**src/rtl/assert_macros.svh**
```systemverilog
// ----------------------------------------------------------------------------
// assert_macros.svh
// assertion shorthands, clocked on clk and disabled during arst_n
// ----------------------------------------------------------------------------
`ifndef ASSERT_MACROS_SVH
`define ASSERT_MACROS_SVH

// condition holds at every edge
`define QRS_ASSERT_ALWAYS(lbl, cond, msg) \
	lbl: assert property (@(posedge clk) disable iff (!arst_n) (cond)) else $error(msg);

// antecedent implies consequent at the same edge
`define QRS_ASSERT_IMPL(lbl, ante, cons, msg) \
	lbl: assert property (@(posedge clk) disable iff (!arst_n) (ante) |-> (cons)) \
		else $error(msg);

`endif

```
**src/rtl/qrs_pkg.sv**
```systemverilog
// ----------------------------------------------------------------------------
// qrs_pkg
// shared types and constants of the quadratic root solver
// ----------------------------------------------------------------------------
package qrs_pkg;

	localparam int COEF_W     = 16;
	localparam int ROOT_W     = 32;
	localparam int SQRT_STEPS = 32;
	localparam int RAD_W      = 64;
	localparam int REM_W      = 36;
	localparam int DIV_STEPS  = 35;
	localparam int DVD_W      = 35;
	localparam int DSR_W      = 17;

	// solution kind
	localparam logic [1:0] KIND_NONE = 2'd0;
	localparam logic [1:0] KIND_ONE  = 2'd1;
	localparam logic [1:0] KIND_TWO  = 2'd2;
	localparam logic [1:0] KIND_LIN  = 2'd3;

	typedef struct packed {
		logic [1:0]                kind;
		logic signed [COEF_W-1:0]  a;
		logic signed [COEF_W-1:0]  b;
		logic signed [COEF_W-1:0]  c;
	} sq_tag_t;

	typedef struct packed {
		logic [DVD_W-1:0] dvd;
		logic [DSR_W-1:0] dsr;
		logic [DSR_W-1:0] rem;
		logic [DVD_W-1:0] q;
		logic             neg;
	} div_lane_t;

endpackage

```
**src/rtl/qrs_sqrt_cell.sv**
```systemverilog
// ----------------------------------------------------------------------------
// qrs_sqrt_cell
// one root bit of the digit-by-digit integer square root
// ----------------------------------------------------------------------------
module qrs_sqrt_cell (
	input  logic                          clk,
	input  logic                          arst_n,
	input  logic                          en,
	input  logic                          valid_i,
	input  logic [qrs_pkg::RAD_W-1:0]     x_i,
	input  logic [qrs_pkg::REM_W-1:0]     rem_i,
	input  logic [qrs_pkg::ROOT_W-1:0]    root_i,
	input  qrs_pkg::sq_tag_t              tag_i,
	output logic                          valid_q,
	output logic [qrs_pkg::RAD_W-1:0]     x_q,
	output logic [qrs_pkg::REM_W-1:0]     rem_q,
	output logic [qrs_pkg::ROOT_W-1:0]    root_q,
	output qrs_pkg::sq_tag_t              tag_q
);

	logic [qrs_pkg::REM_W-1:0] r;
	logic [qrs_pkg::REM_W-1:0] trial;
	logic                      ge;

	always_comb begin
		r     = {rem_i[qrs_pkg::REM_W-3:0], x_i[qrs_pkg::RAD_W-1 -: 2]};
		trial = {2'b00, root_i, 2'b01};
		ge    = (r >= trial);
	end

	always_ff @(posedge clk or negedge arst_n) begin
		if (!arst_n) begin
			valid_q <= 1'b0;
		end else if (en) begin
			valid_q <= valid_i;
		end
	end

	always_ff @(posedge clk) begin
		if (en) begin
			x_q    <= {x_i[qrs_pkg::RAD_W-3:0], 2'b00};
			rem_q  <= ge ? (r - trial) : r;
			root_q <= {root_i[qrs_pkg::ROOT_W-2:0], ge};
			tag_q  <= tag_i;
		end
	end

endmodule

```
**config.mk**
```make
export PLATFORM = sky130hd
export DESIGN_NAME = qrs_sqrt_cell
export DESIGN_NICKNAME = d
export VERILOG_FILES = /design/src/rtl/assert_macros.svh /design/src/rtl/qrs_pkg.sv /design/src/rtl/qrs_sqrt_cell.sv
export SDC_FILE = /design/constraint.sdc
export NUM_CORES = 1
export LEC_CHECK = 0
export ABC_CLOCK_PERIOD_IN_PS = 1100
export BUFFER_PORTS_ARGS = -buffer_cell sky130_fd_sc_hd__buf_2
export CELL_PAD_IN_SITES_DETAIL_PLACEMENT = 1
export CELL_PAD_IN_SITES_GLOBAL_PLACEMENT = 1
export CORE_MARGIN = 2
export CORE_UTILIZATION = 37
export CTS_CLUSTER_DIAMETER = 150
export CTS_CLUSTER_SIZE = 20
export DETAILED_ROUTE_END_ITERATION = 6
export PLACE_DENSITY = 0.93
export REMOVE_ABC_BUFFERS = 1
export SKIP_CTS_REPAIR_TIMING = 1
export SLEW_MARGIN = 20
export SYNTH_ARGS = -nofsm -noshare
export SYNTH_HDL_FRONTEND = slang
export SYNTH_SLANG_ARGS = --single-unit
```
**constraint.sdc**
```tcl
create_clock -name clk -period 1.1 [get_ports clk]
set_clock_uncertainty 0.1 [all_clocks]
set_input_delay 0.11 -clock clk [delete_from_list [all_inputs] [get_ports clk]]
set_output_delay 0.11 -clock clk [all_outputs]
set_load 0.05 [all_outputs]
```
# --- Word-level counts from Yosys, hierarchy flattened ---
# Cells that the tools add are included.
op_classes:
  muxes: 1
  addsub: 1
  n_lt_le_gt_ge: 1
op_table:
  columns: ["cell", "count"]
  rows:
  - ["36-bit by 34-bit >= comparator with 1-bit output", 1]
  - ["36-bit 2-to-1 mux", 1]
  - ["36-bit by 34-bit subtractor with 36-bit output", 1]
word_totals:
  reg_bits: 181
  out_inout_bits: 183
  in_bits: 186
  elab_cells: 11

# --- Depth between registers and ports, before layout ---
# Gate-level depths: netlist of the first run.
logic_depth:
  ltp_word: 2
  depth_mapped: 12
  depth_no_buf: 10

# --- Worst setup path after synthesis of the first run ---
# Ideal clock, no wire load.
synth_timing:
  path_type: "input -> register"
  from: "input port root_i[18] (netlist name)"
  to: "register rem_q[11] (netlist name), data pin"
  n_path_buf: 2
  cell_stages: 11
  slack_ps: -1286
  setup_ps: 260
  arrival_ps: 2026
  required_ps: 740
  cell_sequence: "inv_1 -> ha_1 -> buf_2 -> nand4_1 -> nor4_4 -> nand2_1 -> nor3_2 -> nor3b_2 -> a21oi_4 -> buf_6 -> mux2_4"
synth_between:
  elab_chain_cells: 2
synth_lines:
  columns: ["item", "line_no", "source"]
  rows:
  - ["start, declared", "qrs_sqrt_cell.sv:12", "input logic [qrs_pkg::ROOT_W-1:0] root_i,"]
  - ["36-bit by 34-bit >= comparator with 1-bit output", "qrs_sqrt_cell.sv:28", "ge = (r >= trial);"]
  - ["36-bit 2-to-1 mux", "qrs_sqrt_cell.sv:42", "rem_q <= ge ? (r - trial) : r;"]
  - ["end signal, assigned", "qrs_sqrt_cell.sv:42", null]
  - ["end, declared", "qrs_sqrt_cell.sv:16", "output logic [qrs_pkg::REM_W-1:0] rem_q,"]
# No other way between the ends.
# A chain may end at the register's enable or synchronous reset.

# --- Final worst setup path of the first run ---
layout_timing:
  from: "input port root_i[9] (netlist name)"
  to: "register rem_q[19] (netlist name), data pin"
layout_between:
  elab_chain_cells: 2
  word_cells_on_any_way: 3
  cone_classes: "add/sub (1); order compare (1); mux (1)"
layout_lines:
  columns: ["item", "line_no"]
  rows:
  - ["36-bit by 34-bit subtractor with 36-bit output / 36-bit by 34-bit >= comparator with 1-bit output (equally long branches)", "qrs_sqrt_cell.sv:42, qrs_sqrt_cell.sv:28"]
  - ["36-bit 2-to-1 mux *", "qrs_sqrt_cell.sv:42"]
# Mark *: on every way between the ends. The rest lies on a longest branch, timed or not.

==> results.json, run 1 <==
{
  "p_leak_uw": 0.006863,
  "cts_buffers": 17,
  "ys_ff_latch": 181,
  "yosysTopAreaCellShare": 0.6647,
  "worstPathRequired_ns": 1.20,
  "antenna_found_initial": 1,
  "nNetsFinal": 1513,
  "cts_root_buf": "clkbuf_16",
  "crit_path_cell_trace": "buf_2 -> inv_1 -> ha_2 -> nand2_1 -> o21ai_1 -> o2111ai_4 -> and2_4 -> a21oi_4 -> buf_12 -> buf_12 -> mux2_4",
  "h-tree-depth": 4,
  "final_util": 0.7447,
  "synth.area.top_cells": "edfxtp_1 (66%), ha_1 (5.2%), a21oi_1 (3.1%)",
  "worst_slew_pin_slew_ns": 0.6743,
  "r2r_setup_slack_ns": 0.14,
  "clk_path_buf_depth": 2,
  "std_cell_rows": 54,
  "grt_pass1_wl_um": 44440,
  "switching_share": 0.3831,
  "layout-drive-gt1-share": 0.5613,
  "avgRoutedWirePerCell_um": 33.50,
  "syn_area_per_cell_um2": 14.00,
  "core_area_um2": 21690,
  "pwr-share-clk": 0.276,
  "path_buf_inv": 4,
  "cts_sinks": 181,
  "die_h_um": 152.2,
  "pwr-share-comb": 0.367,
  "yosysWarnings": 0,
  "final-hold-violation-count": 0,
  "ys_types": 66,
  "critPathMaxStageDelay_ns": 0.57,
  "ir_drop_uv": 1556,
  "gp_congestion": 0.8779,
  "slowest_stage": "o21ai_1",
  "clk_latency_ns": 0.47,
  "startpoint_type": "primary input",
  "vias": 9365,
  "finalCritPeriodShare": 2.326,
  "cts_tree": "done",
  "drc_errors": 0,
  "grt_max_degree": 41,
  "p_int_uw": 15440,
  "netlist_instances": 581,
  "min_period_ns": 2.558,
  "ant_nets": 0,
  "grt_use_total": 0.2486,
  "power_density_nw_per_um2": 1550,
  "area_growth_pct": 98.62,
  "clk_pin_slew_ns": 0.09,
  "yosysSeqAreaShare": 0.6678,
  "dp_hpwl_um": 23060,
  "pin_count": 369,
  "p_sw_uw": 9592,
  "relSlewSlack": 0.5474,
  "rsz0062_at_grt": "true",
  "ys_async_sr_fraction": 0.005525,
  "drt_iter0_drc": 1072,
  "seqPwrFrac": 0.357,
  "start_util": 0.3749,
  "synth_edf_count": 180,
  "critPathMostFrequentCell": "buf_12",
  "gr-total-overflow": 0,
  "first_pass_iters": 5,
  "setup-violations-final": 228,
  "max_clock_freq_mhz": 390.9,
  "maxCapViolCount": 0,
  "crit_fanout": 8,
  "synth_flop_cell": "edfxtp_1",
  "crit_family": "compound AO/OA/AOI/OAI gates",
  "routed_wl_um": 53170,
  "violations": "negative setup slack",
  "status": "finished, violations left",
  "dp_slack_ns": -1.678,
  "synth_top_cell_by_area": "edfxtp_1",
  "die_w_um": 152.2,
  "hp-class": "primary input to flop",
  "fin_setup_tns_ns": -83.27,
  "critical_path_class": "primary input to flop",
  "synthesis.area_um2": 8132,
  "die-area_um2": 23180,
  "grt_pass1_vias": 7599,
  "postLayoutSetupSlackWorst_ns": -1.458,
  "avgViaCountPerCell": 5.901,
  "cp.arrival_ns": 2.66,
  "endpoint_kind": "flop",
  "port_buffers": 364,
  "slew_viol_final": 0
}
kinds of logic after synthesis:
kind of cell	Yosys count	share of synthesized area
muxes	11	0.01846
and+or+nand+nor	126	0.08109
buffers and inverters	62	0.03493
other	1	0.0004612
adders and majority gates	34	0.05232
xor gates and xnor gates	33	0.03647
AOI/OAI and AO/OA	133	0.1085
DFF	181	0.6678
metrics by stage:
stage | hold slack [ns] | total power (uW) | cells | instance area [um2]
after floorplan | -0.2856 | 12490 | 559 | 7998
after global placement | -0.2046 | 14600 | 1355 | 11380
after detailed placement | -0.2047 | 14860 | 1355 | 11380
after CTS | -0.6747 | 21300 | 1387 | 11990
after global routing | 0.005854 | 25380 | 1587 | 16150
final | 0.002496 | 25040 | 1587 | 16150
layer usage:
layer | GRT usage | up-vias | wire length [um]
met5 | 0 | - | 0
met4 | 0.07076 | 0 | 3154
met3 | 0.06058 | 253 | 5369
met2 | 0.4820 | 829 | 25610
met1 | 0.2657 | 4685 | 19040
li1 | - | 3598 | -
synthesized netlist by cell type (all sizes together), types with 4 or more instances:
cell and n:
a21o 7, a21oi 60, and3 4, buf 19, clkbuf 4, edfxtp 180
ha 34, inv 39, mux2 11, nand2 32, nand2b 5, nand3 9
nand4 11, nor2 40, nor2b 4, nor3 10, o211ai 5, o21a 6
o21ai 26, o21bai 6, xnor2 19, xor2 14
flip-flops by register name, summed over array words and instances, names as in the netlist:
signal   cells
root_q      32
valid_q      1
x_q         62
tag_q       50
rem_q       36
path summary, 6_finish.rpt:
path	start	end	cells past startpoint
max	root_i[9]	rem_q[19]	11
max reg2reg	valid_q	valid_q	1
min reg2reg	valid_q	valid_q	1
min in group asynchronous	arst_n	valid_q	3
min	rem_i[4]	rem_q[6]	4
max in group asynchronous	arst_n	valid_q	3
cell usage in the layout, fill, tap and decap left out, types with 9 or more instances in the layout:
master / instances
buf_6: 197
edfxtp_1: 180
dlygate4sd3_1: 171
buf_2: 168
buf_4: 155
a21oi_2: 35
inv_1: 28
nand2_1: 28
ha_4: 22
a21oi_1: 21
clkbuf_16: 20
nor2_4: 19
nor2_1: 17
xnor2_1: 17
o21ai_0: 12
xor2_1: 12
ha_1: 11
buf_12: 11
nand4_1: 10
mux2_4: 10
buf_8: 9
power groups by stage:
stage / sequential [uW] / combinational [uW] / clock [uW]
finish: 8930 / 9190 / 6910
global route: 8950 / 9300 / 7130
CTS: 8590 / 6200 / 6500
detailed placement: 8740 / 6120 / 0
global placement: 8680 / 5930 / 0
floorplan: 11100 / 1400 / 0
cell type report:
type                       count  area (um2)
timing repair buffer         715        6379
clock inverter                14       176.4
sequential                   181        5430
multi-input combinational    339        3222
fill                        2026        5538
inverter                      39       161.4
clock buffer                  18       429.2
antenna                        1       2.502
tap                          280       350.3
No activity file was read; power rests on OpenSTA's default activity.
==> run 2, diff against run 1 <==
Settings changed: CELL_PAD_IN_SITES_GLOBAL_PLACEMENT 1 to 2, CORE_MARGIN 2 to default, CORE_UTILIZATION 37 to 30.
==> run 2 against run 1 <==
Against the previous run: the run ends with negative hold slack, negative setup slack left; via count down 11%; setup slack gained 0.24 ns; core utilization is 14 points lower; count of clock-buffer cells in the layout fell by 1; fmax increased by 10%; sequential power is 1% lower; non-clock buffer count rose by 14; register-to-register slack better by 0.06 ns; clock power is 7.2% lower; final area is 0.69% lower; first-iteration DRC count shrank 54%; die area is 20% higher; critical endpoint unchanged; largest power group is now registers.
==> results.json, run 2 (synthesized netlist as in run 1, its figures left out) <==
{
  "status": "finished, violations left",
  "violations": "negative hold slack, negative setup slack",
  "met1_usage": 0.2163,
  "clk_pin_slew_ns": 0.08,
  "grt_pass1_wl_um": 41520,
  "port_buffers": 364,
  "dpl_cell_area_um2": 11650,
  "gp_congestion": 0.8370,
  "crit_path_cell_trace": "buf_8 -> inv_4 -> ha_4 -> nand4_1 -> nor4_4 -> nand2_1 -> nor3_2 -> nor3b_4 -> a21oi_4 -> buf_6 -> mux2_4",
  "fin_area_um2": 16040,
  "std_cell_rows": 59,
  "die_h_um": 166.6,
  "clk_latency_ns": 0.43,
  "grt_max_degree": 24,
  "setup-violations-final": 218,
  "worstPathRequired_ns": 1.18,
  "postLayoutSetupSlackWorst_ns": -1.216,
  "grt_util_met3": 0.04444,
  "final_util": 0.6086,
  "place_inst": 1428,
  "nNetsFinal": 1527,
  "drt_iter0_drc": 489,
  "r2r_setup_slack_ns": 0.20,
  "busiest_layer": "met2",
  "holdWs_ns": -0.2277,
  "grt_use_total": 0.1964,
  "antenna_found_initial": 8,
  "p_leak_uw": 0.006890,
  "die-area_um2": 27770,
  "avgViaCountPerCell": 5.021,
  "core_area_um2": 26350,
  "slew_viol_final": 0,
  "hp-class": "primary input to flop",
  "cts_buffers": 17,
  "endpoint_kind": "flop",
  "startpoint_type": "primary input",
  "clk_path_buf_depth": 2,
  "worst_slew_pin_slew_ns": 0.4992,
  "critPathMaxStageDelay_ns": 0.43,
  "rsz0062_at_grt": "true",
  "crit_fanout": 7,
  "start_util": 0.3086,
  "vias": 8345,
  "finalCritPeriodShare": 2.105,
  "relSlewSlack": 0.6664,
  "dp_hpwl_um": 22330,
  "drc_errors": 0,
  "maxCapViolCount": 0,
  "pin_count": 369,
  "max_clock_freq_mhz": 431.8,
  "cts_tree": "done",
  "grt_pass1_vias": 7438,
  "ir_drop_uv": 918.8,
  "critical_path_class": "primary input to flop",
  "final_cells": 1662,
  "layout-drive-gt1-share": 0.5477,
  "area_growth_pct": 97.25,
  "min_period_ns": 2.316,
  "first_pass_iters": 6,
  "dp_slack_ns": -1.668,
  "cts_sinks": 181,
  "final-hold-violation-count": 2,
  "cts_root_buf": "clkbuf_16",
  "h-tree-depth": 4,
  "use_met2": 0.3655,
  "top_register": "x_q",
  "cp.arrival_ns": 2.40,
  "routed_wl_um": 40240,
  "gr-total-overflow": 0,
  "die_w_um": 166.6,
  "largest_reg_flops": 62,
  "final_common_cell": "buf_6",
  "power_density_nw_per_um2": 1476,
  "ant_nets": 0,
  "final_cell_mix": "buf_6 (196), edfxtp_1 (180), buf_4 (173)",
  "slowest_stage": "nor4_4",
  "avgRoutedWirePerCell_um": 24.21,
  "top_regs": "x_q: 62 flops, tag_q: 50 flops, rem_q: 36 flops"
}
[run 2: cell count changes in the layout (fill, tap and decap cells not counted), moves of 4 or more]
cell	previous run	this run
diode_2	1	7
nor2_1	17	24
nor2_2	4	16
nor2_4	19	0
a21oi_1	21	26
a21oi_2	35	31
buf_4	155	173
[run 2: metrics by stage]
step / setup TNS (ns) / power [uW]
2_1_floorplan: -68.68 / 12490
3_3_place_gp: -54.34 / 14780
3_5_place_dp: -56.24 / 14930
4_1_cts: -68.01 / 21260
5_1_grt: -70.19 / 24320
6_report: -63.51 / 23670
[run 2: path summary, 6_finish.rpt]
path | from | end | cells past startpoint
min in group asynchronous | arst_n | valid_q | 3
worst min register to register | valid_q | valid_q | 1
max in group asynchronous | arst_n | valid_q | 3
worst max-delay path | root_i[25] | rem_q[19] | 11
worst max register to register | valid_q | valid_q | 1
worst min-delay path | root_i[25] | root_q[26] | 1
[run 2: routing by layer]
layer | vias to the layer above | part of all wire
met4 | 4 | 0.038
met3 | 100 | 0.054
met5 | - | 0.00067
met2 | 409 | 0.55
li1 | 3626 | -
met1 | 4206 | 0.36
[run 2: power breakdown]
part	leakage (uW)	total [uW]	internal [uW]	switching, uW
Clock	0.000291	6410	3090	3320
Sequential	0.00177	8800	8410	396
Combinational	0.00482	8450	3620	4830
Total	0.00689	23700	15100	8550
[run 2: worst max-delay path, delay by kind of cell]
family	cells	cell delay, ns
mux	1	0.29
buf+inv	3	0.31
simple gates	5	1.07
fa+ha+maj	1	0.27
compound gates	1	0.33
[run 2: final cells by class]
class | instances | area (um2)
clock inverter | 15 | 176.4
timing repair buffer | 729 | 6432
antenna | 7 | 17.52
multi-input combinational | 339 | 2979
clock buffer | 17 | 425.4
fill | 2671 | 10310
tap | 335 | 419.2
inverter | 39 | 158.9
sequential | 181 | 5430
==> run 3, diff against run 2 <==
Settings changed: CORE_UTILIZATION 30 to 31, CTS_BUF_LIST from default to sky130_fd_sc_hd__clkbuf_4 sky130_fd_sc_hd__clkbuf_8, PLACE_DENSITY 0.93 to 0.95.
==> run 3 against run 2 <==
Against the previous run: the flow finishes with violations (negative setup slack); critical path depth increased by 3; sequential share of layout area increased by 0.12 points; first-iteration DRC count increased by 28%; critical endpoint is now rem_q[20]; largest power group unchanged.
==> results.json, run 3 (synthesized netlist as in run 1, its figures left out) <==
{
  "status": "finished, violations left",
  "violations": "negative setup slack",
  "antenna_found_initial": 5,
  "worstPathRequired_ns": 1.34,
  "worst_slew_pin_slew_ns": 0.5421,
  "cts_buffers": 17,
  "endpoint_kind": "flop",
  "clk_pin_slew_ns": 0.11,
  "nNetsFinal": 1538,
  "die_h_um": 164.0,
  "finalCritPeriodShare": 2.113,
  "hp-class": "primary input to flop",
  "p_leak_uw": 0.006859,
  "ir_drop_uv": 900.1,
  "final_cells": 1666,
  "first_pass_iters": 5,
  "gr-total-overflow": 0,
  "pin_count": 369,
  "core_area_um2": 25470,
  "layout-drive-gt1-share": 0.5447,
  "drc_errors": 0,
  "place_inst": 1423,
  "power_density_nw_per_um2": 1411,
  "gp_congestion": 0.8606,
  "min_period_ns": 2.324,
  "r2r_start": "valid_q",
  "relSlewSlack": 0.6377,
  "area_growth_pct": 96.57,
  "crit_fanout": 8,
  "rsz0062_at_grt": "true",
  "grt_use_total": 0.2089,
  "clk_path_buf_depth": 2,
  "cp.arrival_ns": 2.57,
  "grt_pass1_wl_um": 41700,
  "routed_wl_um": 43140,
  "h-tree-depth": 4,
  "port_buffers": 364,
  "min-delay-start": "rem_i[24]",
  "top_register": "x_q",
  "final_common_cell": "buf_6",
  "maxCapViolCount": 0,
  "top_regs": "x_q: 62 flops, tag_q: 50 flops, rem_q: 36 flops",
  "grt_pass1_vias": 7416,
  "clk_latency_ns": 0.50,
  "largest_reg_flops": 62,
  "dp_hpwl_um": 23100,
  "vias": 8462,
  "max_clock_freq_mhz": 430.2,
  "ant_nets": 0,
  "die-area_um2": 26880,
  "final_cell_mix": "buf_6 (199), edfxtp_1 (180), dlygate4sd3_1 (179), buf_4 (179), buf_2 (168)",
  "avgRoutedWirePerCell_um": 25.89,
  "final_util": 0.6275,
  "startpoint_type": "primary input",
  "cts_tree": "done",
  "cts_sinks": 181,
  "worstSetupStartpoint": "root_i[18]",
  "final-hold-violation-count": 0,
  "cts_root_buf": "clkbuf_8",
  "start_util": 0.3192,
  "grt_max_degree": 26,
  "slew_viol_final": 0,
  "die_w_um": 164.0,
  "avgViaCountPerCell": 5.079,
  "drt_iter0_drc": 624,
  "postLayoutSetupSlackWorst_ns": -1.224,
  "setup-violations-final": 367,
  "std_cell_rows": 58,
  "critical_path_class": "primary input to flop"
}
-- run 3: cell types whose count changed in the layout (fill, tap and decap cells not counted), moves of 3 or more --
| cell | before | now |
|---|---|---|
| a21oi_1 | 26 | 35 |
| a21oi_2 | 31 | 24 |
| buf_4 | 173 | 179 |
| buf_6 | 196 | 199 |
| buf_8 | 6 | 3 |
| clkbuf_16 | 19 | 0 |
| clkbuf_8 | 1 | 18 |
| dlygate4sd3_1 | 170 | 179 |
| ha_4 | 20 | 23 |
| inv_4 | 5 | 2 |
| nor2_2 | 16 | 13 |
| nor2_4 | 0 | 5 |
-- run 3: metal layers --
layer | track usage | part of all wire
met4 | 0.08375 | 0.048
met2 | 0.3869 | 0.53
met5 | 0 | 0.00023
met1 | 0.2289 | 0.36
met3 | 0.04697 | 0.060
-- run 3: area by class of cell --
type,instances,area [um2]
diodes,5,12.51
repair buffers,740,6496
clock buffers,17,234.0
well taps,330,412.9
flip-flops and latches,181,5430
clock inverters,15,197.7
fillers,2523,9488
inverters,39,156.4
multi-input cells,339,3044
-- run 3: power by group --
part           total, uW  internal (uW)  switching (uW)
sequential          8840           8410             428
clock               5120           1780            3340
combinational       8600           3650            4950
-- run 3: path summary, 6_finish.rpt --
path                       slack, ns   endpoint  depth (start not counted)
max                            -1.22  rem_q[20]                         14
min                           0.0009  rem_q[26]                          4
max reg2reg                     0.20    valid_q                          1
min reg2reg                     0.49    valid_q                          1
max in group asynchronous       0.40    valid_q                          3
min in group asynchronous       0.39    valid_q                          3
-- run 3: per-stage QoR --
step	hold slack (ns)	total power [uW]	setup TNS [ns]	area (um2)	setup WS (ns)
floorplan	-0.2856	12490	-68.68	7998	-2.066
global placement	-0.2153	14740	-54.98	11620	-1.587
detailed placement	-0.2141	14930	-57.70	11620	-1.673
CTS	-0.7556	19780	-80.27	12050	-1.152
global route	-0.004874	23140	-99.85	15980	-1.281
finish	0.0008522	22560	-92.00	15980	-1.224
-- run 3: worst max-delay path: stages --
cell and delay, ns:
buf_2 0.13, inv_2 0.06, ha_4 0.31, nand4_1 0.20, nor4_4 0.34, nand2_1 0.15, nor3_2 0.28, nor3b_4 0.08
a21oi_4 0.21, buf_12 0.17, buf_12 0.14, buf_4 0.17, nor2_1 0.05, a21oi_1 0.15
