===== src/rtl/assert_macros.svh =====
// ----------------------------------------------------------------------------
// assert_macros.svh
// assertion shorthands, clocked on clk and disabled during arst_n
// ----------------------------------------------------------------------------
`ifndef ASSERT_MACROS_SVH
`define ASSERT_MACROS_SVH

// condition holds at every edge
`define QRS_ASSERT_ALWAYS(lbl, cond, msg) \
	lbl: assert property (@(posedge clk) disable iff (!arst_n) (cond)) else $error(msg);

// antecedent implies consequent at the same edge
`define QRS_ASSERT_IMPL(lbl, ante, cons, msg) \
	lbl: assert property (@(posedge clk) disable iff (!arst_n) (ante) |-> (cons)) \
		else $error(msg);

`endif


===== src/rtl/qrs_pkg.sv =====
// ----------------------------------------------------------------------------
// qrs_pkg
// shared types and constants of the quadratic root solver
// ----------------------------------------------------------------------------
package qrs_pkg;

	localparam int COEF_W     = 16;
	localparam int ROOT_W     = 32;
	localparam int SQRT_STEPS = 32;
	localparam int RAD_W      = 64;
	localparam int REM_W      = 36;
	localparam int DIV_STEPS  = 35;
	localparam int DVD_W      = 35;
	localparam int DSR_W      = 17;

	// solution kind
	localparam logic [1:0] KIND_NONE = 2'd0;
	localparam logic [1:0] KIND_ONE  = 2'd1;
	localparam logic [1:0] KIND_TWO  = 2'd2;
	localparam logic [1:0] KIND_LIN  = 2'd3;

	typedef struct packed {
		logic [1:0]                kind;
		logic signed [COEF_W-1:0]  a;
		logic signed [COEF_W-1:0]  b;
		logic signed [COEF_W-1:0]  c;
	} sq_tag_t;

	typedef struct packed {
		logic [DVD_W-1:0] dvd;
		logic [DSR_W-1:0] dsr;
		logic [DSR_W-1:0] rem;
		logic [DVD_W-1:0] q;
		logic             neg;
	} div_lane_t;

endpackage


===== src/rtl/qrs_div_cell.sv =====
// ----------------------------------------------------------------------------
// qrs_div_cell
// one quotient bit of restoring division, two lanes side by side
// ----------------------------------------------------------------------------
module qrs_div_cell (
	input  logic                 clk,
	input  logic                 arst_n,
	input  logic                 en,
	input  logic                 valid_i,
	input  logic [1:0]           kind_i,
	input  qrs_pkg::div_lane_t   lane0_i,
	input  qrs_pkg::div_lane_t   lane1_i,
	output logic                 valid_q,
	output logic [1:0]           kind_q,
	output qrs_pkg::div_lane_t   lane0_q,
	output qrs_pkg::div_lane_t   lane1_q
);

	function automatic qrs_pkg::div_lane_t step(input qrs_pkg::div_lane_t l);
		qrs_pkg::div_lane_t      o;
		logic [qrs_pkg::DSR_W:0] r;
		logic                    ge;
		r  = {l.rem, l.dvd[qrs_pkg::DVD_W-1]};
		ge = (r >= {1'b0, l.dsr});
		o       = l;
		o.dvd   = {l.dvd[qrs_pkg::DVD_W-2:0], 1'b0};
		o.rem   = ge ? qrs_pkg::DSR_W'(r - {1'b0, l.dsr}) : r[qrs_pkg::DSR_W-1:0];
		o.q     = {l.q[qrs_pkg::DVD_W-2:0], ge};
		return o;
	endfunction

	always_ff @(posedge clk or negedge arst_n) begin
		if (!arst_n) begin
			valid_q <= 1'b0;
		end else if (en) begin
			valid_q <= valid_i;
		end
	end

	always_ff @(posedge clk) begin
		if (en) begin
			kind_q  <= kind_i;
			lane0_q <= step(lane0_i);
			lane1_q <= step(lane1_i);
		end
	end

endmodule


===== config.mk =====
export PLATFORM = sky130hd
export DESIGN_NAME = qrs_div_cell
export DESIGN_NICKNAME = d
export VERILOG_FILES = /design/src/rtl/assert_macros.svh /design/src/rtl/qrs_pkg.sv /design/src/rtl/qrs_div_cell.sv
export SDC_FILE = /design/constraint.sdc
export NUM_CORES = 1
export LEC_CHECK = 0
export ABC_AREA = 1
export BUFFER_PORTS_ARGS = -buffer_cell sky130_fd_sc_hd__buf_2
export CAP_MARGIN = 5
export CORE_AREA = 2 2 169 171
export DETAILED_ROUTE_END_ITERATION = 12
export DIE_AREA = 0 0 171 173
export PLACE_DENSITY = 0.65
export SLEW_MARGIN = 30
export SYNTH_ARGS = -nofsm -noshare
export SYNTH_HDL_FRONTEND = slang
export SYNTH_SLANG_ARGS = --single-unit
export TNS_END_PERCENT = 30

===== constraint.sdc =====
create_clock -name clk -period 1 [get_ports clk]
set_input_delay 0.2 -clock clk [delete_from_list [all_inputs] [get_ports clk]]
set_output_delay 0.2 -clock clk [all_outputs]
set_load 0.005 [all_outputs]

-- Word level (Yosys, flattened, before mapping)
Cells that the tools add are included.
- add/sub/neg operators: 2
- magnitude comparators: 2
- muxes and demuxes: 2
- operator list (operator ; number):
    $ge 18x17->1 ; 2
    $mux 17 ; 2
    $sub 17x17->17 ; 2
- register bits after elaboration: 211
- output and inout bits: 213
- word-level logic and storage cells: 18

-- Depth between registers and ports, before layout
Gate-level depths: netlist of the first run.
- depth in word-level cells: 2
- depth in mapped cells: 15

-- Worst setup path before layout of the first run
Ideal clock, no wire load.
- kind: input-to-reg
- from: input lane0_i[104] (netlist bit)
- to: register lane0_q[39] (netlist bit), data pin
- arrival: 1.640 ns
- path slack: -0.892 ns
- stages on the path: 15
- path buffers: 1
- cells stage by stage: inv_1 -> ha_1 -> inv_1 -> fa_1 -> nand2_1 -> nand2_1 -> nand3b_1 -> nand2_2 -> nand2_2 -> nand2_2 -> nand2_4 -> nand2_4 -> buf_6 -> nand2_1 -> nand2_1
- word-level cells in the longest chain between the ends: 2
- ends and longest elaborated chain (what ; RTL line ; source):
    start: declaration ; qrs_div_cell.sv:11 ; input qrs_pkg::div_lane_t lane0_i,
    $sub 17x17->17 / $ge 18x17->1 (equally long branches) ; qrs_div_cell.sv:27, qrs_div_cell.sv:24 ;
    $mux 17 * ; qrs_div_cell.sv:27 ; o.rem = ge ? qrs_pkg::DSR_W'(r - {1'b0, l.dsr}) : r[qrs_pkg::DSR_W-1:0];
    end signal: assignment ; qrs_div_cell.sv:43 ; lane0_q <= step(lane0_i);
    end: declaration ; qrs_div_cell.sv:15 ; output qrs_pkg::div_lane_t lane0_q,
Every way passes the cells marked *; elsewhere a longest branch is shown, timed or not.
A chain may end at the register's enable or synchronous reset.

-- Worst setup path in the final report of the first run
- from: input lane1_i[104] (netlist bit)
- to: register lane1_q[52] (netlist bit), data pin
- word-level cells in the longest chain between the ends: 2
- ends and longest elaborated chain (what ; RTL line ; source):
    start: declaration ; qrs_div_cell.sv:12 ; input qrs_pkg::div_lane_t lane1_i,
    $sub 17x17->17 / $ge 18x17->1 (equally long branches) ; qrs_div_cell.sv:27, qrs_div_cell.sv:24 ;
    $mux 17 * ; qrs_div_cell.sv:27 ;
    end signal: assignment ; qrs_div_cell.sv:44 ; lane1_q <= step(lane1_i);
    end: declaration ; qrs_div_cell.sv:16 ; output qrs_pkg::div_lane_t lane1_q
Marks and branches as above.

==> results of run 1 <==
## registers in the layout, summed over array words and instances (netlist names)
name and count:
kind_q 2, valid_q 1, lane1_q 104, lane0_q 104
## per-layer routing
| metal | wire (µm) | vias up | part of all wire | global-route usage |
|---|---|---|---|---|
| met5 | 0 | - | 0 | 0 |
| met4 | 2400 | 0 | 0.063 | 0.109 |
| met3 | 2990 | 173 | 0.078 | 0.0501 |
| met2 | 19200 | 491 | 0.50 | 0.429 |
| met1 | 13700 | 4376 | 0.36 | 0.259 |
| li1 | - | 4267 | - | - |
## final timing paths
check,slack [ns],cells past startpoint,start,endpoint
setup / recovery,-0.66,15,lane1_i[104],lane1_q[52]
hold / removal,0.04,3,lane0_i[41],lane0_q[42]
setup reg to reg,0.23,1,valid_q,valid_q
hold reg to reg,0.55,1,valid_q,valid_q
max in group asynchronous,0.37,3,arst_n,valid_q
min in group asynchronous,0.52,3,arst_n,valid_q
## kinds of logic after synthesis
group	after synthesis	synth area share
simple gates	378	0.175
fa+ha+maj	36	0.0504
flops	211	0.685
xor+xnor	14	0.0133
mux	1	0.00122
compound gates	20	0.0116
other cells	1	0.000406
buf+inv	145	0.0628
## timing repair
item / 4_1_cts / 5_1_grt
hold endpoints to repair: 184 / 2
hold buffers: 185 / 2
setup buffers: 25 / 7
pin swaps: 64 / 47
cloned: 9 / 0
endpoints found under the setup margin: 247 / 247
resized for setup: 205 / 86
## through the flow
step                      setup TNS, ns  hold WS, ns
after detailed placement         -34.00      -0.0245
after global placement           -33.19      -0.0247
after floorplan                  -25.95      -0.0956
final                            -63.14       0.0352
after global routing             -72.58       0.0285
after CTS                        -62.97     0.000277
## synthesized netlist by cell type
| master | count |
|---|---|
| a21oi_1 | 17 |
| a21oi_2 | 2 |
| and2_1 | 3 |
| and3_1 | 1 |
| buf_2 | 2 |
| buf_4 | 5 |
| buf_6 | 2 |
| conb_1 | 1 |
| dfrtp_1 | 1 |
| edfxtp_1 | 210 |
| fa_1 | 2 |
| ha_1 | 34 |
| inv_1 | 135 |
| inv_2 | 1 |
| mux2_2 | 1 |
| nand2_1 | 260 |
| nand2_2 | 7 |
| nand2_4 | 3 |
| nand3_1 | 63 |
| nand3b_1 | 1 |
| nand4_1 | 6 |
| nor2_1 | 22 |
| nor2_2 | 4 |
| nor2_4 | 1 |
| nor3_1 | 4 |
| nor3_4 | 1 |
| nor4_4 | 1 |
| o21ai_1 | 1 |
| or2_1 | 1 |
| xnor2_1 | 1 |
| xor2_1 | 13 |
## worst min-delay path: stages
cell and delay [ns]:
buf_2 0.09, nand3_1 0.07, nand2_1 0.07
## report_power, final
part | total (mW) | internal (mW) | switching (mW) | leakage, nW
registers | 10.9 | 10.7 | 0.264 | 2.07
clock network | 9.07 | 5.33 | 3.74 | 0.386
logic | 5.92 | 2.97 | 2.95 | 5.60
total | 25.9 | 19.0 | 6.95 | 8.05
## area by class of cell
| type | instances | area (µm²) | share of cell area |
|---|---|---|---|
| diodes | 1 | 2.50 | 0.000146 |
| multi-input cells | 457 | 3350 | 0.195 |
| flip-flops and latches | 211 | 6330 | 0.368 |
| repair buffers | 773 | 5680 | 0.331 |
| clock inverters | 16 | 161 | 0.00939 |
| clock buffers | 28 | 637 | 0.0371 |
| inverters | 136 | 556 | 0.0323 |
| well taps | 378 | 473 | 0.0275 |
==> flow_metrics.env, run 1 <==
export IMPL_status="finished with violations"
export IMPL_violations="setup timing"
export IMPL_finalPower_mw=25.9
export IMPL_n_fill_cell=2023
export IMPL_coreArea_um2=27600
export IMPL_cts_clk_slew_worst_paths_ns=0.06
export IMPL_synth_cell_type_count=31
export IMPL_syn_inst=806
export IMPL_drt_iter0_drc=651
export IMPL_io_pins=429
export IMPL_startpoint_type="input port"
export IMPL_worstPathCellList="buf_6, inv_4, ha_4, inv_4, fa_2, nand3_4, nand3_4, nand2_2, nand2_2, nand2_2, nand2_1, nand2_1, nand2_1, nand2_1, nand2_1"
export IMPL_crit_family="simple AND/OR/NAND/NOR gates"
export IMPL_cts_max_level=1
export IMPL_grtUsageTotal=0.236
export IMPL_layout_common_cells="393 x buf_2, 210 x edfxtp_1, 187 x dlygate4sd3_1"
export IMPL_grt_max_degree=23
export IMPL_crit_path_frequent_cell="nand2_1"
export IMPL_finClkSkew_ns=0
export IMPL_die_area_um2=29600
export IMPL_clockRootBuffer="clkbuf_16"
export IMPL_start_util=0.335
export IMPL_stdcell_count=2000
export IMPL_fmax_mhz=603
export IMPL_numClockSinks=211
export IMPL_drt_wl_total_mm=38.3
export IMPL_hold_violations=0
export IMPL_yosysTopAreaCell="edfxtp_1"
export IMPL_avgViaCountPerCell=4.65
export IMPL_fin_util=0.622
export IMPL_dr_pass1_iters=5
export IMPL_endpoint_kind="register"
export IMPL_fp_dieH_um=173
export IMPL_dpl_cell_area_um2=12900
export IMPL_fin_ws_ns=-0.659
export IMPL_powerDensity_nw_per_um2=1510
export IMPL_drv_slew=0
export IMPL_yosysWarningCount=0
export IMPL_rows=61
export IMPL_synth_area_top_cells="edfxtp_1 68%, nand2_1 11%, inv_1 5.5%"
export IMPL_vias=9307
export IMPL_clkLatencyLatePin_ns=0.51
export IMPL_avgSynthCellArea_um2=11.5
export IMPL_dp_slack_ns=-1.01
export IMPL_path_buf_inv=3
export IMPL_layout_commonest_cell="buf_2"
export IMPL_cp_max_fo=4
export IMPL_drv_cap=0
export IMPL_final_setup_viol_count=247
export IMPL_drive_above_1_share=0.505
export IMPL_layout_min_cycle_time_ns=1.66
export IMPL_grt_pass1_vias=9539
export IMPL_wl_per_cell_um=19.1
export IMPL_syn2layout_area_growth_pct=86.0
export IMPL_antenna_found_initial=1
export IMPL_clock_path_buffers=3
export IMPL_synth_area_um2=9240
export IMPL_cts_buffers=24
export IMPL_gp_congestion=0.910
export IMPL_grt_pass1_wl_mm=53.4
export IMPL_nets=1855
export IMPL_cts_tree="done"
export IMPL_dieWidth_um=171
export IMPL_hpwl_mm=22.7
export IMPL_p_leak_nw=8.05
export IMPL_seq_area_frac_synth=0.685
export IMPL_yosysTopAreaCellShare=0.682
export IMPL_arrival_ns=1.94
export IMPL_required_ns=1.28
export IMPL_cpPeakStageDelay_ns=0.42
export IMPL_ys_seq_elements=211
export IMPL_postRouteAntennaNets=0
export IMPL_grt_ovfl_total=0
export IMPL_io_buffer_count=424
export IMPL_drc=0
export IMPL_rsz0062_at_grt="true"
export IMPL_critical_path_class="in -> reg"
export IMPL_peakVddDrop_mv=1.08
export IMPL_placed_cells=1729
export IMPL_final_cell_area_um2=17200
export IMPL_min_period_over_period=1.66
export IMPL_slowest_stage="fa_2"
export IMPL_hold_class="in -> reg"
No activity file was read; power rests on OpenSTA's default activity.
==> inputs of run 2 (changes only) <==
==> constraint.sdc (replaced) <==
create_clock -name clk -period 2.1 [get_ports clk]
set_input_delay 0.42 -clock clk [delete_from_list [all_inputs] [get_ports clk]]
set_output_delay 0.42 -clock clk [all_outputs]
set_load 0.005 [all_outputs]
==> flow_metrics.env, run 2 (synthesis results as in run 1) <==
export IMPL_drc=0
export IMPL_layout_common_cells="423 x buf_2, 260 x nand2_1, 210 x edfxtp_1"
export IMPL_grtUsageTotal=0.170
export IMPL_grt_ovfl_total=0
export IMPL_cp_max_fo=18
export IMPL_powerDensity_nw_per_um2=836
export IMPL_crit_end="lane0_q[51]"
export IMPL_rows=61
export IMPL_antenna_found_initial=6
export IMPL_startpoint="lane0_i[104]"
export IMPL_final_setup_viol_count=0
export IMPL_fp_dieH_um=173
export IMPL_fin_ws_ns=0.368
export IMPL_grt_max_degree=32
export IMPL_setup_tns_ns=0
export IMPL_fmax_mhz=577
export IMPL_cts_setup_buffers=0
export IMPL_cts_max_level=1
export IMPL_cts_buffers=24
export IMPL_layout_min_cycle_time_ns=1.73
export IMPL_dieWidth_um=171
export IMPL_finClkSkew_ns=0
export IMPL_critical_path_class="in -> reg"
export IMPL_cts_tree="done"
export IMPL_drv_cap=0
export IMPL_wl_per_cell_um=15.2
export IMPL_rsz0062_at_grt="false"
export IMPL_drv_slew=0
export IMPL_rrSetupSlack_ns=1.36
export IMPL_p_leak_nw=6.54
export IMPL_status="completed"
export IMPL_whs_path_depth=1
export IMPL_dp_slack_ns=-0.180
export IMPL_clock_path_buffers=3
export IMPL_peakVddDrop_mv=0.618
export IMPL_arrival_ns=2.01
export IMPL_start_util=0.335
export IMPL_gp_congestion=0.888
export IMPL_startpoint_type="input port"
export IMPL_layout_commonest_cell="buf_2"
export IMPL_min_period_over_period=0.825
export IMPL_numClockSinks=211
export IMPL_drt_wl_total_mm=26.2
export IMPL_grt_pass1_vias=7345
export IMPL_coreArea_um2=27600
export IMPL_hold_class="in -> reg"
export IMPL_dpl_cell_area_um2=12400
export IMPL_clkLatencyLatePin_ns=0.52
export IMPL_grt_pass1_wl_mm=39.2
export IMPL_cts_clk_slew_worst_paths_ns=0.06
export IMPL_rr_worst_depth=1
export IMPL_nets=1573
export IMPL_hold_violations=0
export IMPL_n_fill_cell=2589
export IMPL_r2r_end="valid_q"
export IMPL_clockRootBuffer="clkbuf_16"
export IMPL_vias=7413
export IMPL_dr_pass1_iters=5
export IMPL_drive_above_1_share=0.412
export IMPL_final_cell_area_um2=13100
export IMPL_hpwl_mm=21.2
export IMPL_required_ns=2.37
export IMPL_r2r_start="valid_q"
export IMPL_endpoint_kind="register"
export IMPL_syn2layout_area_growth_pct=42.2
export IMPL_postRouteAntennaNets=0
export IMPL_avgViaCountPerCell=4.31
export IMPL_drt_iter0_drc=449
export IMPL_io_pins=429
export IMPL_largestRegisters="lane0_q (104), lane1_q (104), kind_q (2)"
export IMPL_die_area_um2=29600
export IMPL_io_buffer_count=424
[run 2: cell count changes in the layout (fill, tap and decap cells not counted), moves of 13 or more]
cell	delta
buf_2	+30
buf_4	-70
buf_6	-30
dlygate4sd3_1	-186
ha_1	+28
ha_4	-27
inv_1	+27
inv_2	-13
inv_4	-13
nand2_1	+80
nand2_2	-63
nand2_4	-13
nand3_1	+16
[run 2: worst max-delay path, cell delays in order]
cell,delay (ns)
buf_2,0.11
inv_1,0.05
ha_1,0.14
inv_1,0.06
fa_2,0.34
nand2_1,0.08
nand2_1,0.09
nand3b_1,0.11
nand2_2,0.06
nand2_2,0.07
nand2_2,0.07
nand2_4,0.08
nand2_4,0.16
nand2_1,0.13
nand2_1,0.05
[run 2: what timing repair did]
| item | in CTS | in global routing |
|---|---|---|
| hold buffers | 1 | 0 |
| endpoints found under the hold margin | 1 | 0 |
| resized for setup | 0 | 0 |
[run 2: area by class of cell]
type / instances / area [µm²] / area share
timing repair buffer: 497 / 2720 / 0.207
clock buffer: 29 / 619 / 0.0471
tap: 378 / 473 / 0.0360
antenna: 2 / 5.00 / 0.000381
inverter: 136 / 510 / 0.0388
multi-input combinational: 451 / 2340 / 0.178
sequential: 211 / 6330 / 0.481
clock inverter: 14 / 153 / 0.0116
[run 2: how the worst min path moves through the flow]
stage	startpoint	end
5_1_grt	lane0_i[26]	lane0_q[27]
3_3_place_gp	arst_n	valid_q
3_5_place_dp	arst_n	valid_q
6_report	lane0_i[26]	lane0_q[27]
4_1_cts	lane1_i[32]	lane1_q[33]
2_1_floorplan	arst_n	valid_q
[run 2: power by group]
part | switching [mW] | internal [mW]
Clock | 1.63 | 2.46
Combinational | 0.945 | 0.782
Sequential | 0.0961 | 5.08
Total | 2.67 | 8.33
[run 2: metal layers]
metal	up-vias	global-route usage	share of wire
li1	3696	-	-
met1	3356	0.204	0.41
met2	303	0.293	0.48
met3	54	0.0453	0.082
met4	4	0.0572	0.030
met5	-	0	0.00096
[run 2: per-stage QoR]
stage               total power, mW  instances   util  hold WS, ns
floorplan                      5.98        807      -        0.124
global placement               6.97       1672  0.447        0.200
detailed placement             7.01       1672  0.447        0.201
CTS                            11.2       1716  0.476       0.0354
global route                   11.5       1717  0.476       0.0417
finish                         11.0       1718  0.476       0.0656
==> inputs of run 3 (changes only) <==
--- a/config.mk
+++ b/config.mk
@@ -5,13 +5,13 @@
 export SDC_FILE = /design/constraint.sdc
 export NUM_CORES = 1
 export LEC_CHECK = 0
-export ABC_AREA = 1
+export ABC_AREA = 0
 export BUFFER_PORTS_ARGS = -buffer_cell sky130_fd_sc_hd__buf_2
 export CAP_MARGIN = 5
-export CORE_AREA = 2 2 169 171
+export CORE_AREA = 2 2 166 168
 export DETAILED_ROUTE_END_ITERATION = 12
-export DIE_AREA = 0 0 171 173
-export PLACE_DENSITY = 0.65
+export DIE_AREA = 0 0 168 170
+export PLACE_DENSITY = 0.67
 export SLEW_MARGIN = 30
 export SYNTH_ARGS = -nofsm -noshare
 export SYNTH_HDL_FRONTEND = slang
==> constraint.sdc (replaced) <==
create_clock -name clk -period 1.5 [get_ports clk]
set_input_delay 0.3 -clock clk [delete_from_list [all_inputs] [get_ports clk]]
set_output_delay 0.3 -clock clk [all_outputs]
set_load 0.005 [all_outputs]
==> flow_metrics.env, run 3 <==
export IMPL_finClkSkew_ns=0
export IMPL_wl_per_cell_um=18.6
export IMPL_clock_path_buffers=3
export IMPL_p_seq_frac=0.428
export IMPL_switchingPower_mw=4.05
export IMPL_rows=60
export IMPL_numClockSinks=211
export IMPL_synth_area_top_cells="edfxtp_1 72%, ha_1 4.9%, mux2_2 2.6%"
export IMPL_arrival_ns=2.40
export IMPL_nets=1541
export IMPL_layout_common_cells="420 x buf_2, 210 x edfxtp_1, 169 x dlygate4sd3_1"
export IMPL_coreArea_um2=26700
export IMPL_powerDensity_nw_per_um2=1120
export IMPL_setup_tns_ns=-16.41
export IMPL_layout_min_cycle_time_ns=2.13
export IMPL_grt_max_degree=45
export IMPL_io_buffer_count=424
export IMPL_internal_power_mw=13.0
export IMPL_synth_edf_count=210
export IMPL_drt_iter0_drc=533
export IMPL_p_clk_frac=0.381
export IMPL_whs_path_depth=2
export IMPL_cts_clk_slew_worst_paths_ns=0.06
export IMPL_cpPeakStageDelay_ns=0.53
export IMPL_seq_area_frac_synth=0.725
export IMPL_layout_commonest_cell="buf_2"
export IMPL_synth_area_um2=8730
export IMPL_final_setup_viol_count=36
export IMPL_critical_path_cell_count=12
export IMPL_r2r_start="valid_q"
export IMPL_startpoint_type="input port"
export IMPL_required_ns=1.76
export IMPL_antenna_found_initial=8
export IMPL_cts_max_level=1
export IMPL_synthFlopType="edfxtp_1"
export IMPL_whs_ns=0.0273
export IMPL_hold_start="valid_i"
export IMPL_ys_seq_elements=211
export IMPL_clockRootBuffer="clkbuf_16"
export IMPL_startpoint="lane0_i[104]"
export IMPL_yosysWarningCount=0
export IMPL_syn2layout_area_growth_pct=74.2
export IMPL_avgSynthCellArea_um2=16.0
export IMPL_clkLatencyLatePin_ns=0.51
export IMPL_rr_worst_depth=1
export IMPL_crit_family="simple AND/OR/NAND/NOR gates"
export IMPL_avgViaCountPerCell=4.69
export IMPL_largestRegisters="lane0_q (104), lane1_q (104), kind_q (2)"
export IMPL_cts_buffers=24
export IMPL_dp_slack_ns=-1.25
export IMPL_p_leak_nw=6.74
export IMPL_rsz0062_at_grt="true"
export IMPL_worstPathCellList="buf_12, inv_12, ha_4, inv_2, fa_2, a21o_1, a31oi_4, nor3_4, or4_4, nand2_8, inv_8, mux2_4"
export IMPL_grt_pass1_vias=8017
export IMPL_endpoint_kind="register"
export IMPL_drt_wl_total_mm=30.8
export IMPL_grt_pass1_wl_mm=45.4
export IMPL_combPwrFrac=0.191
export IMPL_gp_congestion=0.861
export IMPL_min_period_over_period=1.42
export IMPL_path_buf_inv=4
export IMPL_hold_violations=0
export IMPL_fin_ws_ns=-0.634
export IMPL_swShare=0.237
export IMPL_io_pins=429
export IMPL_cp_max_fo=7
export IMPL_synth_cell_type_count=60
export IMPL_hpwl_mm=21.3
export IMPL_syn_inst=547
export IMPL_dr_pass1_iters=5
export IMPL_drv_slew=0
export IMPL_status="finished with violations"
export IMPL_peakVddDrop_mv=0.905
export IMPL_fmax_mhz=469
export IMPL_multi_input_area_um2=2410
export IMPL_netlist_top_cells_count="210 x edfxtp_1, 44 x inv_1, 38 x a21oi_1"
export IMPL_drv_cap=0
export IMPL_start_util=0.328
export IMPL_slowest_stage="or4_4"
export IMPL_yosysTopAreaCell="edfxtp_1"
export IMPL_regArea_um2=6330
export IMPL_grt_ovfl_total=0
export IMPL_hold_class="in -> reg"
export IMPL_die_area_um2=28600
export IMPL_drive_above_1_share=0.507
export IMPL_postRouteAntennaNets=0
export IMPL_dieWidth_um=168
export IMPL_n_fill_cell=2058
export IMPL_grtUsageTotal=0.206
export IMPL_drc=0
export IMPL_cts_tree="done"
export IMPL_finalPower_mw=17.1
export IMPL_violations="setup timing"
export IMPL_yosysMostFrequentCell="edfxtp_1"
export IMPL_async_reset_ff_frac=0.00474
export IMPL_critical_path_class="in -> reg"
export IMPL_vias=7760
export IMPL_fp_dieH_um=170
export IMPL_yosysTopAreaCellShare=0.722
[run 3: cell count changes after synthesis, moves of 19 or more]
cell / previous run / this run
a21oi_1: 17 / 38
nand2_1: 260 / 19
inv_1: 135 / 44
nand3_1: 63 / 7
o21ai_0: 0 / 23
mux2_2: 1 / 20
[run 3: area by class of cell]
type	count	share of cell area
clock buffer	29	0.0421
inverter	45	0.0126
antenna	7	0.00115
timing repair inverter	1	0.000411
sequential	211	0.416
clock inverter	15	0.0159
tap	341	0.0280
multi-input combinational	278	0.158
timing repair buffer	728	0.325
[run 3: cell families (layout without fill, tap and decap cells)]
family | after synthesis | after routing | share of synthesized area
muxes | 25 | 25 | 0.0332
other | 1 | 9 | 0.000429
and+or+nand+nor | 70 | 70 | 0.0425
AOI/OAI and AO/OA | 123 | 123 | 0.0938
DFF | 211 | 211 | 0.725
buffers and inverters | 59 | 818 | 0.0298
adders and majority gates | 36 | 36 | 0.0533
xor gates and xnor gates | 22 | 22 | 0.0221
[run 3: final timing paths]
path	to	slack, ns
setup / recovery	lane0_q[51]	-0.63
hold / removal	valid_q	0.03
setup reg to reg	valid_q	0.75
hold reg to reg	valid_q	0.52
max in group asynchronous	valid_q	1.30
min in group asynchronous	valid_q	0.11
[run 3: stage by stage]
stage | instances | area [µm²] | utilization
after detailed placement | 1429 | 12400 | 0.464
after global routing | 1654 | 15200 | 0.571
after global placement | 1429 | 12400 | 0.464
after floorplan | 548 | 8850 | -
after CTS | 1647 | 15100 | 0.566
final | 1655 | 15200 | 0.571
[run 3: power groups by stage]
| stage | sequential (mW) | combinational [mW] | clock, mW |
|---|---|---|---|
| after floorplan | 7.48 | 0.985 | 0 |
| after global placement | 7.41 | 2.67 | 0 |
| after detailed placement | 7.41 | 2.72 | 0 |
| after CTS | 7.30 | 3.17 | 6.62 |
| after global routing | 7.36 | 3.52 | 6.87 |
| final | 7.30 | 3.27 | 6.50 |
[run 3: routing by layer]
metal | share of wire | track usage
met1 | 0.39 | 0.243
met2 | 0.50 | 0.357
met3 | 0.079 | 0.0570
met4 | 0.028 | 0.0824
met5 | 0.00042 | 0
[run 3: timing repair]
item / CTS / global route
hold endpoints to repair: 169 / 0
setup endpoints to repair: 36 / 37
gates cloned: 1 / 0
buffers inserted: 4 / 2
gates resized for setup: 19 / 26
pin swaps: 8 / 2
hold buffers: 169 / 0
